`src/hdl/first_fit_block_allocator_assert.svh`:
```
// Assertion macros for the first-fit block allocator.
// Included by ffba_dp, which checks its own logic; depends on nothing.
`ifndef FIRST_FIT_BLOCK_ALLOCATOR_ASSERT_SVH
`define FIRST_FIT_BLOCK_ALLOCATOR_ASSERT_SVH
`ifndef ASSERT_OFF
`define FFBA_ASSERT(label, prop, msg) \
  label: assert property (@(posedge clk) disable iff (rst) (prop)) else $error(msg);
`define FFBA_ASSERT_NEXT(label, ante, cons, msg) \
  label: assert property (@(posedge clk) disable iff (rst) (ante) |=> (cons)) else $error(msg);
`else
`define FFBA_ASSERT(label, prop, msg)
`define FFBA_ASSERT_NEXT(label, ante, cons, msg)
`endif
`endif

```
`src/hdl/ffba_pkg.sv`:
```
// Shared types and codes of the first-fit block allocator.
// Used by the controller, the datapath and the top level; depends on nothing.
package ffba_pkg;

  localparam int OFS_W  = 15;
  localparam int SIZE_W = 16;
  localparam int ST_W   = 2;

  localparam logic REQ_ALLOC = 1'b0;
  localparam logic REQ_FREE  = 1'b1;

  typedef enum logic [ST_W-1:0] {
    ST_OK      = 2'd0,
    ST_NOFIT   = 2'd1,
    ST_ZERO    = 2'd2,
    ST_BADFREE = 2'd3
  } status_t;

  typedef struct packed {
    logic    init;
    logic    accept;
    logic    scan;
    logic    shift;
    logic    split;
    logic    merge;
    logic    flush;
    logic    emit;
    logic    set_res;
    status_t res_code;
  } cmd_t;

  typedef struct packed {
    logic is_alloc;
    logic zero;
    logic hit;
    logic miss;
    logic split_need;
    logic shift_done;
    logic merge_done;
    logic out_free;
  } stat_t;

endpackage

```
`src/hdl/ffba_ctrl.sv`:
```
// Controller state machine of the first-fit block allocator.
// Sequences scan, shift, split and merge passes; depends on ffba_pkg.
module ffba_ctrl (
  input  logic            clk,
  input  logic            rst,
  input  logic            in_valid,
  output logic            in_ready,
  input  ffba_pkg::stat_t stat,
  output ffba_pkg::cmd_t  cmd
);

  typedef enum logic [7:0] {
    S_INIT  = 8'b0000_0001,
    S_IDLE  = 8'b0000_0010,
    S_SCAN  = 8'b0000_0100,
    S_SHIFT = 8'b0000_1000,
    S_SPLIT = 8'b0001_0000,
    S_MERGE = 8'b0010_0000,
    S_FLUSH = 8'b0100_0000,
    S_DONE  = 8'b1000_0000
  } state_t;

  state_t state, state_next;

  always_ff @(posedge clk) begin
    if (rst) begin
      state <= S_INIT;
    end else begin
      state <= state_next;
    end
  end

  assign in_ready = (state == S_IDLE);

  always_comb begin
    cmd          = '0;
    cmd.res_code = ffba_pkg::ST_OK;
    state_next   = state;
    unique case (state)
      S_INIT: begin
        cmd.init   = 1'b1;
        state_next = S_IDLE;
      end
      S_IDLE: begin
        cmd.accept = in_valid;
        if (in_valid) state_next = S_SCAN;
      end
      S_SCAN: begin
        cmd.scan = 1'b1;
        priority if (stat.zero) begin
          cmd.set_res  = 1'b1;
          cmd.res_code = ffba_pkg::ST_ZERO;
          state_next   = S_DONE;
        end else if (stat.hit) begin
          if (!stat.is_alloc) begin
            state_next = S_MERGE;
          end else if (stat.split_need) begin
            state_next = S_SHIFT;
          end else begin
            cmd.set_res = 1'b1;
            state_next  = S_DONE;
          end
        end else if (stat.miss) begin
          cmd.set_res  = 1'b1;
          cmd.res_code = stat.is_alloc ? ffba_pkg::ST_NOFIT : ffba_pkg::ST_BADFREE;
          state_next   = S_DONE;
        end
      end
      S_SHIFT: begin
        cmd.shift = 1'b1;
        if (stat.shift_done) state_next = S_SPLIT;
      end
      S_SPLIT: begin
        cmd.split   = 1'b1;
        cmd.set_res = 1'b1;
        state_next  = S_DONE;
      end
      S_MERGE: begin
        cmd.merge = 1'b1;
        if (stat.merge_done) state_next = S_FLUSH;
      end
      S_FLUSH: begin
        cmd.flush   = 1'b1;
        cmd.set_res = 1'b1;
        state_next  = S_DONE;
      end
      S_DONE: begin
        cmd.emit = stat.out_free;
        if (stat.out_free) state_next = S_IDLE;
      end
      default: state_next = S_INIT;
    endcase
  end

endmodule

```
`config.mk`:
```
export PLATFORM = sky130hd
export DESIGN_NAME = ffba_ctrl
export DESIGN_NICKNAME = d
export VERILOG_FILES = /design/src/hdl/first_fit_block_allocator_assert.svh /design/src/hdl/ffba_pkg.sv /design/src/hdl/ffba_ctrl.sv
export SDC_FILE = /design/constraint.sdc
export NUM_CORES = 1
export LEC_CHECK = 0
export BUFFER_PORTS_ARGS = -buffer_cell sky130_fd_sc_hd__buf_4
export CAP_MARGIN = 20
export CORE_AREA = 3 3 40 42
export CTS_CLUSTER_DIAMETER = 120
export DETAILED_ROUTE_END_ITERATION = 7
export DIE_AREA = 0 0 43 45
export PLACE_DENSITY = 0.69
export REMOVE_ABC_BUFFERS = 1
export SYNTH_ARGS = -nofsm -noshare
export SYNTH_HDL_FRONTEND = slang
export SYNTH_SLANG_ARGS = --single-unit
```
`constraint.sdc`:
```
create_clock -name clk -period 4.5 [get_ports clk]
set_input_delay 0.225 -clock clk [delete_from_list [all_inputs] [get_ports clk]]
set_output_delay 0.225 -clock clk [all_outputs]
set_load 0.05 [all_outputs]
```
; Word level (Yosys, flattened, before mapping)
; Index checks and enable logic that the tools add are counted.
; Widths: inputs -> output; s select.
[totals]
register_bits = 8
input_bits = 11
out_inout_bits = 12
elab_cells = 43
[op_classes]
eq_ne = 13
mux = 27
reduce_logical = 2
[ops]
columns = cell, n
row1 = $mux 8, 9
row2 = $pmux 8 s7, 1
row3 = $mux 1, 11
row4 = $eq 8x1->1 const B, 1
row5 = $eq 8x2->1 const B, 1
row6 = $eq 8x3->1 const B, 1
row7 = $eq 8x4->1 const B, 1
row8 = $eq 8x5->1 const B, 1
row9 = $eq 8x6->1 const B, 1
row10 = $eq 8x7->1 const B, 1
row11 = $eq 8x8->1 const B, 1
row12 = $ne 2x2->1 const B, 4
row13 = $mux 2, 3
row14 = $mux 3, 2
row15 = $reduce_and 5->1, 1
row16 = $ne 4x4->1 const B, 1
row17 = $pmux 1 s2, 1
row18 = $reduce_or 2->1, 1

; Depth between registers and ports, before layout
; Gate-level depths: netlist of run 1.
[depth]
ltp_word = 5
depth_mapped = 4
mapped_depth_nobuf = 4

; Least setup slack after synthesis of run 1
; Ideal clock, no wire load.
[synth_path]
path_type = register -> output
start = register state[0]
end = output cmd[2] (netlist bit)
arrival_ns = 1.914
stages_incl_launch_ff = 5
t_required_ns = 4.275
setup_slack_ns = 2.361
n_path_buf = 0
path_cell_list = dfxtp_1 -> or4_4 -> nor3_4 -> o21ai_2 -> nand2_1
[synth_rtl]
columns = item, line_no
row1 = start: declaration, ffba_ctrl.sv:23  ; state_t state, state_next;
row2 = start signal: assignment, ffba_ctrl.sv:29  ; state <= state_next;
row3 = end: declaration, ffba_ctrl.sv:9  ; output ffba_pkg::cmd_t cmd

==> summary.txt, run 1 <==
Run status
  – Status: complete, no violations

CTS
  – # resized after CTS: 0
  – CTS max path bufs: 2
  – Hold-fix buffers, CTS: 0
  – Worst-skew pair later-pin latency: 240 ps
  – CTS tree: done
  – Clk slew on worst S/H paths: 50 ps
  – Num CTS Buffers: 3
  – H-Tree Depth: 1
  – Root Buffer: clkbuf_4
  – Post-CTS Setup Repair Bufs: 0
  – Clock sinks: 8

Worst setup path
  – Max stage delay on crit path: 580 ps
  – Critical Path End: cmd[0]
  – Crit path launch type: flop
  – CP endpoint kind: output port
  – R2R cell count: 4
  – Origin of the worst setup path: state[0]$_SDFFE_PP1P_
  – Crit-path slowest cell: or4_4
  – Required time worst endpoint: 4280 ps
  – Critical Path Fanout Max: 5
  – Reg2reg setup slack: 2900 ps
  – Worst Path Arrival: 1850 ps
  – Cells along the critical path: or4_4 -> nor3_4 -> and3_2 -> buf_4
  – R2r endpoint: state[1]$_SDFFE_PP0P_
  – Worst reg2reg startpoint: state[2]$_SDFFE_PP0P_
  – Worst setup path class: flop to output port

Pwr
  – Worst VDD drop: 0.138 mV
  – Clock power share: 0.266
  – P_sw: 58.2 uW
  – Leak: 0.000333 uW
  – Combinational Power Share: 0.319
  – Internal Power: 130 uW
  – Reg power frac: 0.415
  – PwrDens: 251 nW/um^2
  – Switching share of power: 0.309

Synthesis
  – Cells after Synth: 64
  – Mapped Area: 553 sq um
  – Seq/Total Area, Yosys: 0.290
  – #FFs+latches synth: 8
  – Netlist cell types: 33
  – Avg Cell Area, Syn: 8.64 sq um
  – Post-synth EDFFs: 0
  – Yosys warning count: 0
  – Synth async-reset ratio: 0
  – Synth Flop Type: dfxtp_1

STA
  – Final worst setup slack: 2430 ps
  – Rel. slew slack: 0.683
  – WHS: 195 ps
  – TNS Setup: 0 ps
  – Fin crit period: 2070 ps
  – Final period util: 0.461
  – Worst-margin pin slew: 471 ps
  – Unrepaired setup endpoints after global routing: false
  – Fin. max-slew vios: 0
  – Clock Skew: 0.330 ps
  – # setup viols final: 0
  – Peak Freq: 482 MHz
  – Final hold violation count: 0

Die
  – Core Rows: 13
  – DIE AREA: 1940 sq um
  – Die Ht: 45 um
  – Top Ports: 23
  – Core area: 1280 sq um
  – Initial Utilization: 0.430
  – Die Wd: 43 um

Finish
  – NumNets Final: 101
  – Most frequent cells in the layout: buf_4, nor2_1, dfxtp_1
  – Commonest non-fill, non-tap cell in the layout: buf_4
  – Biggest register: state
  – Share of post-route cells with drive strength above 1: 0.420
  – # diodes: 0
  – Top Registers: state: 8 flops
  – Synth-to-Final Area Change: 35.5%
  – Max reg flops: 8
  – Final Non-Filler Cells: 103
  – Post-layout util: 0.583
  – Filler cell count: 133

Placement
  – # placed instances: 100
  – Pre-CTS WS: 2710 ps
  – Detailed Place HPWL: 1.19 mm
  – Port buffer count: 22
  – GPL Wtd Cong: 0.886

Drt
  – Drt pass-1 iters: 4
  – Final wirelength: 1.45 mm
  – WL/cell: 14.0 um
  – DRC viols: 0
  – DRT iter0 DRCs: 13
  – Via-to-Cell Ratio: 5.68
  – Routed Antenna Nets: 0
  – Via count: 585

GRT
  – Number of global-route vias before repair: 545
  – Pin count of the biggest net entering global routing: 10
  – Initial antenna violation count: 0
  – GRT Total Usage: 0.153
  – Grt ovf: 0
  – First-pass GRT wire length: 2.26 mm

Job
  – Max-cap violations: 0

Worst hold path
  – Worst min path class: input port to flop
[cell usage after synthesis (all sizes together) (2+ instances only)]
library cell | instances | share of area
nand2 | 3 | 0.020
nor2 | 11 | 0.075
nor4 | 3 | 0.045
and2b | 2 | 0.027
nand2b | 3 | 0.034
inv | 2 | 0.014
dfxtp | 8 | 0.29
o2bb2ai | 2 | 0.032
and4b | 5 | 0.097
nor3 | 3 | 0.048
and2 | 2 | 0.023
nand3 | 2 | 0.018
o22ai | 2 | 0.034
[power by group through the flow]
| stage | Sequential [uW] | Clock, uW | Combinational (uW) |
|---|---|---|---|
| after floorplan | 78.4 | 0 | 40.4 |
| after global placement | 79.1 | 0 | 59.7 |
| after detailed placement | 79.3 | 0 | 60.1 |
| after CTS | 77.9 | 52.2 | 60.3 |
| after global routing | 78.4 | 57.7 | 64.1 |
| final | 78.1 | 50.1 | 60.1 |
[final cells by class]
cell class	count	area, sq um	area share
Timing Repair Buffer	22	165	0.220
Inverter	2	7.51	0.0100
Clock buffer	3	22.5	0.0301
Multi-Input combinational cell	53	375	0.501
Sequential cell	8	160	0.214
Tap cell	15	18.8	0.0250
[worst min-delay path by stage]
stage | start | endpoint | cells past startpoint
after floorplan | rst | state[7]$_SDFFE_PP0P_ | 1
after global placement | stat[7] | state[5]$_SDFFE_PP0P_ | 2
after detailed placement | stat[7] | state[5]$_SDFFE_PP0P_ | 2
after CTS | stat[7] | state[5]$_SDFFE_PP0P_ | 2
after global routing | stat[7] | state[5]$_SDFFE_PP0P_ | 2
final | stat[7] | state[5]$_SDFFE_PP0P_ | 2
[routing by layer]
layer  part of all wire  wire [um]  GRT usage  vias up
met2               0.47        685      0.257       27
met4              0.016         23     0.0843        0
met3              0.082        119     0.0319        4
met1               0.43        617      0.182      259
li1                   -          -          -      295
met5                  0          0          0        -
[critical path: cells and delay by family, from the launching register on]
kind / cells / cell delay [ps]
and+or+nand+nor: 3 / 1080
DFF: 1 / 350
buffers and inverters: 1 / 190
[through the flow]
step / cell area [sq um] / power [uW]
final: 749 / 188
after CTS: 749 / 190
after detailed placement: 727 / 139
after global routing: 749 / 200
after floorplan: 543 / 119
after global placement: 727 / 139
[logic make-up (layout without fill, tap and decap cells)]
kind of cell           after synthesis  in the layout  share of synthesized area
and+or+nand+nor                     41             41                      0.486
AOI/OAI and AO/OA                   12             12                      0.192
DFF                                  8              8                      0.290
buffers and inverters                3             27                     0.0317
No activity file was read; power rests on OpenSTA's default activity.
==> inputs of run 2 (changes only) <==
- ABC_AREA: not set -> 1
- CORE_AREA: 3 3 40 42 -> not set
- CORE_MARGIN: not set -> 3
- CORE_UTILIZATION: not set -> 48
- DIE_AREA: 0 0 43 45 -> not set
- PLACE_DENSITY: 0.69 -> 0.74
- clock period: 4.5 -> 2 ns (I/O delays scaled with it)
==> run 2 against run 1 <==
Non-clock buffer count is the same. Clock power grew 130%. Sequential power grew to 2.6 times the previous value. Global-route usage grew 5.5 points. Synthesized cell count grew 77%. Count of clock-buffer cells in the layout is the same. Total power grew to 3.7 times the previous value. Critical path type unchanged.
==> summary.txt, run 2 <==
Job
  – Max-cap violations: 0 (unchanged)

Drt
  – Final wirelength: 1.76 mm (+22%)
  – DRT iter0 DRCs: 19 (+6)
  – DRC viols: 0 (unchanged)
  – Routed Antenna Nets: 0 (unchanged)
  – Via-to-Cell Ratio: 5.02 (-12%)
  – Met2 wire length: 830 um (+21%)
  – Max Used Layer: met4
  – Via count: 768 (+31%)
  – WL/cell: 11.5 um (-18%)
  – DR WL met3: 92 um (-23%)
  – Drt pass-1 iters: 4 (unchanged)
  – Met1 Wirelength: 770 um (+25%)

Die
  – Die Ht: 44.4 um (-1.3%)
  – Die Wd: 44.4 um (+3.3%)
  – DIE AREA: 1970 sq um (+1.9%)
  – Core Rows: 13 (unchanged)
  – Core area: 1350 sq um (+5.1%)
  – Top Ports: 23 (unchanged)
  – Initial Utilization: 0.525 (+0.0942)

CTS
  – CTS max path bufs: 2 (unchanged)
  – Clock sinks: 8 (unchanged)
  – CTS tree: done
  – Post-CTS Setup Repair Bufs: 0 (unchanged)
  – Root Buffer: clkbuf_4
  – Worst-skew pair later-pin latency: 250 ps (about the same)
  – H-Tree Depth: 1 (unchanged)
  – # resized after CTS: 0 (unchanged)
  – Hold-fix buffers, CTS: 0 (unchanged)
  – Clk slew on worst S/H paths: 50 ps (about the same)
  – Num CTS Buffers: 3 (unchanged)

Worst setup path
  – Crit-path slowest cell: dfxtp_1
  – CP top delay family: simple AND/OR/NAND/NOR gates
  – Worst setup path class: flop to output port
  – Reg2reg setup slack: 710 ps (-2190 ps)
  – Critical Path Fanout Max: 6 (+1)
  – CP endpoint kind: output port
  – Max stage delay on crit path: 330 ps (-250 ps)
  – Required time worst endpoint: 1900 ps (-2380 ps)
  – Worst Path Arrival: 1500 ps (-350 ps)
  – CP bufs+invs: 1 (unchanged)
  – Crit path launch type: flop
  – Cells along the critical path: nor2_2 -> nand2_4 -> nor2_4 -> nand2_2 -> nor3_1 -> buf_4

Synthesis
  – Cell accounting for the most synthesized area: dfxtp_1
  – Most frequent cells after synthesis: nand2_1, inv_1, nor2_1, dfxtp_1
  – Mapped Area: 708 sq um (+28%)
  – #FFs+latches synth: 8 (unchanged)
  – Top post-synthesis cells by area: dfxtp_1, nand2_1, inv_1
  – Seq/Total Area, Yosys: 0.226 (-0.0634)
  – Cells after Synth: 113 (+77%)
  – Yosys warning count: 0 (unchanged)
  – Avg Cell Area, Syn: 6.27 sq um (-27%)
  – Synth Flop Type: dfxtp_1
  – Yosys top cell area share: 0.226 (-0.0634)
  – Netlist cell types: 22 (-33%)
  – Post-synth EDFFs: 0 (unchanged)
  – Synth async-reset ratio: 0 (unchanged)
  – Count leader, synth: nand2_1

STA
  – Fin crit period: 1600 ps
  – # setup viols final: 0 (unchanged)
  – Rel. slew slack: 0.828 (+0.145)
  – Final period util: 0.802
  – Clock Skew: 3.40 ps (+3.07 ps)
  – Final worst setup slack: 396 ps (-2030 ps)
  – Unrepaired setup endpoints after global routing: false
  – Peak Freq: 624 MHz
  – TNS Setup: 0 ps (unchanged)
  – Final hold violation count: 0 (unchanged)
  – Fin. max-slew vios: 0 (unchanged)
  – Worst-margin pin slew: 256 ps (-215 ps)

Finish
  – Top Registers: state: 8 flops
  – Multi-input combinational cell area: 450 sq um (+20%)
  – Fin area: 915 sq um (+22%)
  – # diodes: 0 (unchanged)
  – Max reg flops: 8 (unchanged)
  – NumNets Final: 151 (+50%)
  – Share of post-route cells with drive strength above 1: 0.362 (-0.0581)
  – Post-layout util: 0.677 (+0.0942)
  – Most frequent cells in the layout: buf_4, nand2_1, inv_1
  – Commonest non-fill, non-tap cell in the layout: buf_4
  – Filler cell count: 131 (-1.5%)
  – Biggest register: state
  – Reg area: 160 sq um (unchanged)
  – Synth-to-Final Area Change: 29.2%

Placement
  – GPL Wtd Cong: 0.858 (-3.1%)
  – Port buffer count: 22 (unchanged)
  – Dpl cell area: 892 sq um (+23%)
  – Detailed Place HPWL: 1.54 mm (+29%)
  – Pre-CTS WS: 654 ps (-2050 ps)

GRT
  – Initial antenna violation count: 0 (unchanged)
  – Grt ovf: 0 (unchanged)
  – Pin count of the biggest net entering global routing: 8 (-2)
  – GRT Total Usage: 0.208 (+0.0554)
  – Number of global-route vias before repair: 694 (+27%)
  – First-pass GRT wire length: 2.88 mm (+28%)

Pwr
  – Final Total Pwr: 700 uW (+270%)
  – Leak: 0.000489 uW (+47%)
  – PwrDens: 765 nW/um^2 (+200%)
  – Worst VDD drop: 0.828 mV (+500%)

Run status
  – Status: complete, no violations

Worst hold path
  – Worst min path class: input port to flop
run 2: layout make-up:
| type | instances | area share |
|---|---|---|
| multi-input combinational | 79 | 0.492 |
| inverter | 26 | 0.107 |
| sequential | 8 | 0.175 |
| timing repair buffer | 22 | 0.181 |
| clock buffer | 3 | 0.0246 |
| tap | 15 | 0.0205 |
run 2: report_power, final:
group          switching, uW  internal [uW]  total [uW]
Combinational            259            121         380
Sequential              21.0            184         205
Clock                   46.9           68.1         115
run 2: worst paths after layout:
kind,start,endpoint,cells after the start
max,state[4]$_SDFFE_PP0P_,cmd[0],6
min,rst,state[5]$_SDFFE_PP0P_,2
max reg2reg,state[4]$_SDFFE_PP0P_,state[1]$_SDFFE_PP0P_,8
min reg2reg,state[3]$_SDFFE_PP0P_,state[3]$_SDFFE_PP0P_,3
run 2: cell families after synthesis:
group                  count (synthesis)  synth area share
buffers and inverters                 26             0.138
AO/OA/AOI/OAI                          7            0.0689
AND/OR/NAND/NOR                       72             0.567
flip-flops                             8             0.226
run 2: per-layer routing:
layer,global-route usage,up-vias
li1,-,402
met1,0.262,334
met2,0.326,26
met3,0.0285,6
met4,0.145,0
met5,0,-
run 2: per-stage QoR:
step	hold WS, ps	instances
global placement	264	150
global route	7.85	153
floorplan	169	113
detailed placement	274	150
CTS	14.9	153
finish	17.8	153
==> inputs of run 3 (changes only) <==
- CORE_UTILIZATION: 48 -> 44
- PLACE_DENSITY: 0.74 -> 0.72
- clock period: 2 -> 1.4 ns (I/O delays scaled with it)
==> run 3 against run 2 <==
The flow now finishes with violations (negative setup slack). Sequential power is 50% higher. Routed wire length is 15% higher. Combinational power is 71% higher. Register-to-register slack worse by 670 ps. Clock skew is 9.7 ps higher. Count of clock-buffer cells in the layout stayed put. Critical path depth is 2 higher. Critical endpoint is now cmd[2].
==> summary.txt, run 3 (synthesis gave the netlist of run 2 again) <==
Placement
  – Pre-CTS WS: 104 ps (-550 ps)
  – Port buffer count: 22 (unchanged)
  – GPL Wtd Cong: 0.836 (-2.6%)
  – Detailed Place HPWL: 1.49 mm (-3.2%)

CTS
  – CTS tree: done
  – CTS max path bufs: 2 (unchanged)
  – Clock sinks: 8 (unchanged)
  – Root Buffer: clkbuf_4
  – Num CTS Buffers: 3 (unchanged)
  – Worst-skew pair later-pin latency: 260 ps (about the same)
  – Clk slew on worst S/H paths: 60 ps (about the same)
  – H-Tree Depth: 1 (unchanged)

Finish
  – NumNets Final: 158 (+4.6%)
  – Most frequent cells in the layout: nand2_1, inv_1, buf_4
  – Biggest register: state
  – Top Registers: state: 8 flops
  – Share of post-route cells with drive strength above 1: 0.524 (+0.162)
  – Commonest non-fill, non-tap cell in the layout: nand2_1
  – Max reg flops: 8 (unchanged)
  – Synth-to-Final Area Change: 55.3%
  – # diodes: 0 (unchanged)
  – Filler cell count: 98 (-25%)
  – Multi-input combinational cell area: 524 sq um (+16%)
  – Reg area: 169 sq um (+5.5%)

Worst setup path
  – Worst reg2reg startpoint: state[5]$_SDFFE_PP0P_
  – Worst setup path class: flop to output port
  – CP bufs+invs: 4 (+3)
  – Worst Path Arrival: 1390 ps (-110 ps)
  – Reg2reg setup slack: 40 ps (-670 ps)
  – Critical Path Fanout Max: 4 (-2)
  – Crit-path slowest cell: dfxtp_2
  – Crit path launch type: flop
  – Cells along the critical path: inv_4 -> nand2_4 -> nor2_4 -> inv_2 -> a21oi_2 -> inv_1 -> nand2_2 -> buf_8
  – Required time worst endpoint: 1330 ps (-570 ps)
  – Max stage delay on crit path: 340 ps (about the same)
  – CP endpoint kind: output port
  – Origin of the worst setup path: state[3]$_SDFFE_PP0P_
  – CP top delay family: buffers and inverters

Drt
  – DRT iter0 DRCs: 12 (-7)
  – Routed Antenna Nets: 0 (unchanged)
  – Via count: 822 (+7.0%)
  – Via-to-Cell Ratio: 5.14 (+2.3%)
  – WL/cell: 12.6 um (+10%)
  – DRC viols: 0 (unchanged)
  – Final wirelength: 2.02 mm (+15%)
  – Drt pass-1 iters: 4 (unchanged)

STA
  – Fin. max-slew vios: 0 (unchanged)
  – Peak Freq: 686 MHz
  – Final worst setup slack: -57.4 ps (-454 ps)
  – Final period util: 1.04
  – # setup viols final: 2 (+2)
  – Clock Skew: 13.1 ps (+9.69 ps)
  – Fin crit period: 1460 ps
  – Final hold violation count: 0 (unchanged)
  – Rel. slew slack: 0.756 (-0.0720)
  – WHS: 158 ps (+141 ps)
  – Unrepaired setup endpoints after global routing: true
  – Worst-margin pin slew: 363 ps (+107 ps)

Run status
  – Status: finished, violations left
  – Failing checks: negative setup slack

Pwr
  – Final Total Pwr: 1130 uW (+62%)
  – Leak: 0.000573 uW (+17%)
  – Worst VDD drop: 0.853 mV (+2.9%)
  – PwrDens: 1030 nW/um^2 (+35%)

GRT
  – Grt ovf: 0 (unchanged)
  – Initial antenna violation count: 0 (unchanged)
  – Pin count of the biggest net entering global routing: 8 (unchanged)
  – First-pass GRT wire length: 3.18 mm (+10%)
  – GRT Total Usage: 0.207 (-0.00102)
  – Number of global-route vias before repair: 780 (+12%)

Die
  – Die Wd: 46.1 um (+3.9%)
  – DIE AREA: 2130 sq um (+7.8%)
  – Top Ports: 23 (unchanged)
  – Core Rows: 13 (unchanged)
  – Core area: 1400 sq um (+3.6%)
  – Initial Utilization: 0.506 (-0.0183)
  – Die Ht: 46.1 um (+3.9%)

Job
  – Max-cap violations: 0 (unchanged)

Worst hold path
  – Hold wc startpoint: stat[1]
  – Worst min path class: input port to flop
[run 3: cell count changes in the layout (fill, tap and decap cells not counted), moves of 3 or more]
cell | previous run | this run
dfxtp_1 | 8 | 1
nor2_1 | 17 | 12
nor2_2 | 2 | 5
buf_6 | 0 | 10
buf_4 | 22 | 17
dfxtp_2 | 0 | 7
[run 3: per-layer routing]
metal | wire length, um | vias to the layer above | global-route usage
met5 | 0 | - | 0
met2 | 1050 | 31 | 0.352
met3 | 130 | 2 | 0.0352
met4 | 11 | 0 | 0.0511
met1 | 827 | 371 | 0.269
li1 | - | 418 | -
[run 3: worst register-to-register path, cell delays in order (launching register included)]
cell	delay [ps]
dfxtp_2	340
nor2_4	130
nand2_4	80
nor2_4	170
nand2_2	100
buf_4	150
o21ai_2	120
nor2_1	70
nand2_1	60
nor2_1	40
[run 3: final cells by class]
class,instances,area share
inverter,26,0.0910
sequential,8,0.154
tap,15,0.0171
clock buffer,3,0.0205
timing repair buffer,29,0.241
multi-input combinational,79,0.477
[run 3: what timing repair did]
item / 4_1_cts / 5_1_grt
hold buffers: 1 / 0
endpoints found under the setup margin: 7 / 17
pin swaps: 3 / 6
gates resized for setup: 13 / 26
setup buffers: 3 / 2
endpoints found under the hold margin: 1 / 0
[run 3: path summary, 6_finish.rpt]
path | to | cells after the start
worst min register to register | state[3]$_SDFFE_PP0P_ | 3
worst max register to register | state[1]$_SDFFE_PP0P_ | 9
worst min-delay path | state[5]$_SDFFE_PP0P_ | 3
worst max-delay path | cmd[2] | 8
[run 3: power by group]
group / internal [uW] / switching (uW)
Sequential: 270 / 37.9
Clock: 98.2 / 79.0
Combinational: 235 / 413
[run 3: per-stage QoR]
step           instances  setup TNS, ps  cell area, sq um  utilization
4_1_cts              158           -208               997        0.713
3_5_place_dp         151              0               900        0.643
2_1_floorplan        113          -2220               708            -
6_report             160           -113              1100        0.786
3_3_place_gp         151              0               900        0.643
5_1_grt              160           -557              1100        0.786
